**config.mk**
```make
export PLATFORM = sky130hd
export DESIGN_NAME = lppm_cell
export DESIGN_NICKNAME = d
export VERILOG_FILES = /design/src/sv/assert_macros.svh /design/src/sv/lppm_pkg.sv /design/src/sv/lppm_cell.sv
export SDC_FILE = /design/constraint.sdc
export NUM_CORES = 1
export LEC_CHECK = 0
export ABC_CLOCK_PERIOD_IN_PS = 4500
export BUFFER_PORTS_ARGS = -buffer_cell sky130_fd_sc_hd__buf_2
export CAP_MARGIN = 10
export CELL_PAD_IN_SITES_DETAIL_PLACEMENT = 1
export CELL_PAD_IN_SITES_GLOBAL_PLACEMENT = 1
export CORE_ASPECT_RATIO = 2
export CORE_MARGIN = 2
export CORE_UTILIZATION = 55
export DETAILED_ROUTE_END_ITERATION = 8
export GPL_TIMING_DRIVEN = 1
export PLACE_DENSITY_LB_ADDON = 0.1
export SLEW_MARGIN = 10
export SYNTH_ARGS = -nofsm -noshare
export SYNTH_HDL_FRONTEND = slang
export SYNTH_SLANG_ARGS = --single-unit
```
**constraint.sdc**
```tcl
create_clock -name clk -period 4.5 [get_ports clk]
set_input_delay 0.225 -clock clk [delete_from_list [all_inputs] [get_ports clk]]
set_output_delay 0.225 -clock clk [all_outputs]
set_load 0.03 [all_outputs]
```
**src/sv/assert_macros.svh**
```systemverilog
// concurrent assertion helpers, compiled out for synthesis
`ifndef ASSERT_MACROS_SVH
`define ASSERT_MACROS_SVH

`ifndef SYNTHESIS

// property that must hold at every rising clock edge out of reset
`define ASSERT_SYNC(lbl, clk, rstn, prop) \
  lbl: assert property (@(posedge clk) disable iff (!rstn) (prop)) \
    else $error("assertion failed");

// implication checked at every rising clock edge out of reset
`define ASSERT_IMPL(lbl, clk, rstn, ante, cons) \
  lbl: assert property (@(posedge clk) disable iff (!rstn) (ante) |-> (cons)) \
    else $error("assertion failed");

`else

`define ASSERT_SYNC(lbl, clk, rstn, prop)
`define ASSERT_IMPL(lbl, clk, rstn, ante, cons)

`endif

`endif

```
**src/sv/lppm_pkg.sv**
```systemverilog
`default_nettype none

package lppm_pkg;

  // fixed field widths
  localparam int unsigned CHAR_W    = 8;
  localparam int unsigned IN_CHAR_W = 21;
  localparam int unsigned IDX_W     = 5;
  localparam int unsigned CONS_W    = 5;
  localparam int unsigned STAT_W    = 2;

  // op codes carried in in_tuser
  localparam logic OP_MATCH = 1'b0;
  localparam logic OP_REG   = 1'b1;

  // result kinds carried in out_tuser
  localparam logic KIND_MATCH = 1'b0;
  localparam logic KIND_REG   = 1'b1;

  // result status codes
  localparam logic [STAT_W-1:0] ST_OK       = 2'd0;
  localparam logic [STAT_W-1:0] ST_INVALID  = 2'd1;
  localparam logic [STAT_W-1:0] ST_FULL     = 2'd2;
  localparam logic [STAT_W-1:0] ST_NO_MATCH = 2'd3;

  // broadcast match command shared by every cell
  typedef struct packed {
    logic              match_fire;
    logic              pos_zero;
    logic              char_ok;
    logic [CHAR_W-1:0] char_byte;
  } cell_cmd_t;

  // per-cell write strobes from the registration sequencer
  typedef struct packed {
    logic first;
    logic suffix;
    logic commit;
  } cell_wr_t;

  // handed from cell to cell, high index toward low index
  typedef struct packed {
    logic             found;
    logic [IDX_W-1:0] idx;
    logic             any_alive;
  } chain_t;

endpackage

`default_nettype wire

```
**src/sv/lppm_cell.sv**
```systemverilog
`default_nettype none

module lppm_cell #(
  parameter int unsigned MAX_LEN = 16,
  parameter int unsigned IDX     = 0
) (
  input  wire logic                  clk,
  input  wire logic                  rst_n,
  input  wire lppm_pkg::cell_cmd_t   cmd_i,
  input  wire lppm_pkg::cell_wr_t    wr_i,
  input  wire logic [(MAX_LEN > 2 ? $clog2(MAX_LEN-1) : 1)-1:0] wr_addr_i,
  input  wire logic [(MAX_LEN > 2 ? $clog2(MAX_LEN-1) : 1)-1:0] rd_addr_nxt_i,
  input  wire logic [$clog2(MAX_LEN)-1:0] match_pos_i,
  input  wire logic [$clog2(MAX_LEN)-1:0] commit_len_i,
  input  wire logic [lppm_pkg::CHAR_W-1:0] wr_char_i,
  input  wire lppm_pkg::chain_t      chain_i,
  output lppm_pkg::chain_t           chain_o,
  output logic                       alive_o
);

  localparam int unsigned LW = $clog2(MAX_LEN);
  localparam int unsigned SD = MAX_LEN - 1;

  logic                          valid_r;
  logic                          alive_r;
  logic [lppm_pkg::CHAR_W-1:0]   first_r;
  logic [LW-1:0]                 len_r;
  logic [lppm_pkg::CHAR_W-1:0]   suffix_mem [SD];
  logic [lppm_pkg::CHAR_W-1:0]   rd_r;

  logic                          cand;
  logic [lppm_pkg::CHAR_W-1:0]   cmp_char;
  logic                          hit;
  logic                          done;
  logic                          alive_nxt;

  // compare the incoming character against this entry
  always_comb begin
    cand      = cmd_i.pos_zero ? valid_r : alive_r;
    cmp_char  = cmd_i.pos_zero ? first_r : rd_r;
    hit       = cand && cmd_i.char_ok && (cmp_char == cmd_i.char_byte);
    done      = hit && (len_r == match_pos_i);
    alive_nxt = hit && !done;
  end

  // pass the best completion and the live flag down the chain, higher index wins
  always_comb begin
    chain_o.found     = chain_i.found | done;
    chain_o.idx       = chain_i.found ? chain_i.idx : lppm_pkg::IDX_W'(IDX);
    chain_o.any_alive = chain_i.any_alive | alive_nxt;
  end

  assign alive_o = alive_r;

  // control bits
  always_ff @(posedge clk) begin
    if (!rst_n) begin
      valid_r <= 1'b0;
      alive_r <= 1'b0;
    end else begin
      if (wr_i.commit) begin
        valid_r <= 1'b1;
      end
      if (cmd_i.match_fire) begin
        alive_r <= alive_nxt;
      end
    end
  end

  // pattern storage
  always_ff @(posedge clk) begin
    if (wr_i.first) begin
      first_r <= wr_char_i;
    end
    if (wr_i.commit) begin
      len_r <= commit_len_i;
    end
  end

  // suffix memory, read one character ahead of the next compare
  always_ff @(posedge clk) begin
    if (wr_i.suffix) begin
      suffix_mem[wr_addr_i] <= wr_char_i;
    end
    rd_r <= suffix_mem[rd_addr_nxt_i];
  end

endmodule

`default_nettype wire
```
==> flow_metrics.tcl <==
set metrics [dict create \
    crit_path_end_kind "output pin" \
    grt_usage_pct 24.7 \
    finalHoldViolCount 0 \
    num_rows 52 \
    worst-path-stages 6 \
    cts_buffer_depth 2 \
    clock_skew_ns 0.0180 \
    rsz0062_at_grt "false" \
    first_pass_iters 4 \
    synth_cell_type_count 27 \
    clk_latency_ns 0.42 \
    drv_cap 0 \
    ys_seq_area_share_pct 74.3 \
    grt_antenna_before_repair 0 \
    cts_hold_buf 4 \
    place_congestion 0.742 \
    hpwl_um 7970 \
    avgSynthCellArea_um2 20.9 \
    path_cells "mux2i_1 > xnor2_1 > nor4_1 > nand3_1 > o21bai_1 > buf_2" \
    cpMaxStageDelayCell "mux2i_1" \
    hold_depth 2 \
    cts_buffers 17 \
    p_per_area_mw_per_mm2 451 \
    start_util_pct 55.9 \
    routed_wl_um 12500 \
    antenna_cells 0 \
    grt_pass1_wl_um 17800 \
    p_leak_nw 2.31 \
    cts-root-buf "clkbuf_16" \
    route.detailed.drc 0 \
    p_clk_share_pct 43.7 \
    synth_nets 315 \
    post-route-period-util_pct 55.0 \
    wl_per_cell_um 25.9 \
    slew_headroom_pct 21.8 \
    cts.htree.levels 4 \
    critPathTopFamily "simple AND/OR/NAND/NOR gates" \
    start_kind "register" \
    worstMarginPinSlew_ns 1.17 \
    vias 2834 \
    yosys_register_bits 142 \
    final_nets 382 \
    cts_tree "yes" \
    ys_warn_count 0 \
    drive_gt1_share_pct 28.4 \
    fp.coreArea_mm2 0.0100 \
    reg2reg_depth 5 \
    pin_count 55 \
    dpl-instance-area_mm2 0.00599 \
    fin_tns_setup_ns 0 \
    vias_per_cell 5.87 \
    arrival_ns 2.25 \
    p_seq_share_pct 50.5 \
    synth_area_mm2 0.00560 \
    crit_buf_inv 1 \
    chipWidth_um 75.4 \
    status "complete, no violations" \
    cts.clk_slew.worst_paths_ns 0.06 \
    fin_area_mm2 0.00658 \
    path_class "reg2out" \
    synth_cells 268 \
    syn2layout_area_growth_pct 17.4 \
    first_global_vias 3009 \
    finalPower_mw 2.96 \
    clkSinkCount 142 \
    p_sw_share_pct 21.6 \
    ir_drop_mv 0.360 \
    cp_slowest_stage_delay_ns 0.38 \
    p_int_mw 2.32 \
    path_max_fanout 2 \
    overflow 0 \
    fp.dieH_um 147 \
    drtIter0Drc 197 \
    min_period_ns 2.48 \
    maxSlewViolCount 0 \
    cp.required_ns 4.28 \
    p_switching_mw 0.642 \
    die_area_mm2 0.0111 \
    ctsResizeCount 0 \
    finalSetupViolCount 0 \
    postCtsSetupBuffers 0 \
    min_path_type "in2reg" \
    combPwrFrac_pct 5.8 \
    port_buffers 54 \
    drtAntennaViolNets 0 \
    grt_max_degree 41 \
    fmax_ghz 0.404 \
]
cell usage in the layout, fill, tap and decap left out, types with 3 or more instances in the layout:
cell,Yosys,layout
edfxtp_1,132,132
buf_2,1,54
mux4_1,23,23
clkbuf_16,0,17
mux2i_1,16,16
nor2_1,11,11
xnor2_1,11,11
nand2_1,10,10
dfxtp_1,10,10
mux4_2,9,9
o21ai_0,9,9
and2_1,5,5
clkinv_2,0,4
dlygate4sd3_1,0,4
nand3_1,3,3
nand3b_1,3,3
nor3_2,0,3
clkinvlp_4,0,3
clkinv_4,0,3
final timing paths:
| kind | to | slack, ns | start |
|---|---|---|---|
| hold / removal | valid_r$_SDFFE_PN0P_ | 0.07 | rst_n |
| setup / recovery | chain_o[6] | 2.02 | first_r[0]$_DFFE_PP_ |
| setup reg to reg | alive_o$_SDFFE_PN0P_ | 2.74 | first_r[0]$_DFFE_PP_ |
| hold reg to reg | valid_r$_SDFFE_PN0P_ | 0.49 | valid_r$_SDFFE_PN0P_ |
layer usage:
layer | global-route usage, % | wire length, um | vias to the layer above
met1 | 29.0 | 4490 | 1455
met4 | 13.2 | 335 | 0
li1 | - | - | 1249
met3 | 5.21 | 653 | 19
met2 | 41.1 | 7030 | 111
met5 | 0 | 0 | -
cell families after synthesis:
logic type,after synthesis,synth area share (%)
DFF,142,74.3
muxes,49,17.5
and+or+nand+nor,42,3.71
AOI/OAI and AO/OA,12,1.25
xor gates and xnor gates,12,1.88
buffers and inverters,11,1.36
synth_stat cells, drive strengths merged:
cell type / number / share of area [%]
a41o: 1 / 0.18
and2: 5 / 0.56
buf: 6 / 1.0
clkbuf: 5 / 0.34
dfxtp: 10 / 3.6
edfxtp: 132 / 71
mux2: 1 / 0.20
mux2i: 16 / 2.9
mux4: 32 / 14
nand2: 10 / 0.67
nand2b: 2 / 0.22
nand3: 3 / 0.27
nand3b: 3 / 0.40
nand4: 1 / 0.11
nor2: 11 / 0.74
nor3: 4 / 0.36
nor4: 2 / 0.22
o21a: 1 / 0.13
o21ai: 9 / 0.80
o21bai: 1 / 0.13
or3b: 1 / 0.16
xnor2: 11 / 1.7
xor2: 1 / 0.16
registers in the layout (all words and copies together), names as in the netlist:
signal and count:
alive_o 1, first_r 8, len_r 4, rd_r 8, suffix_mem 120, valid_r 1
area by class of cell:
class | instances | area (um2)
multi-input cells | 115 | 1380
clock inverters | 13 | 116
repair buffers | 59 | 318
well taps | 135 | 169
fillers | 905 | 3440
clock buffers | 19 | 433
flip-flops and latches | 142 | 4160
metrics by stage:
step | hold slack (ns) | instances | worst slack [ns] | utilization (%)
after CTS | 0.0515 | 483 | 1.96 | 65.6
after global routing | 0.0628 | 483 | 1.89 | 65.6
after detailed placement | 0.404 | 447 | 2.19 | 59.8
after global placement | 0.404 | 447 | 2.27 | 59.8
after floorplan | 0.324 | 268 | 2.58 | -
final | 0.0711 | 483 | 2.02 | 65.6
power groups by stage:
stage | logic [mW] | registers [mW] | clock network [mW]
3_3_place_gp | 0.164 | 1.52 | 0
4_1_cts | 0.177 | 1.50 | 1.31
6_report | 0.173 | 1.50 | 1.29
5_1_grt | 0.188 | 1.50 | 1.36
2_1_floorplan | 0.103 | 1.52 | 0
3_5_place_dp | 0.172 | 1.52 | 0
Note: power is estimated with default switching activity, not from simulation.
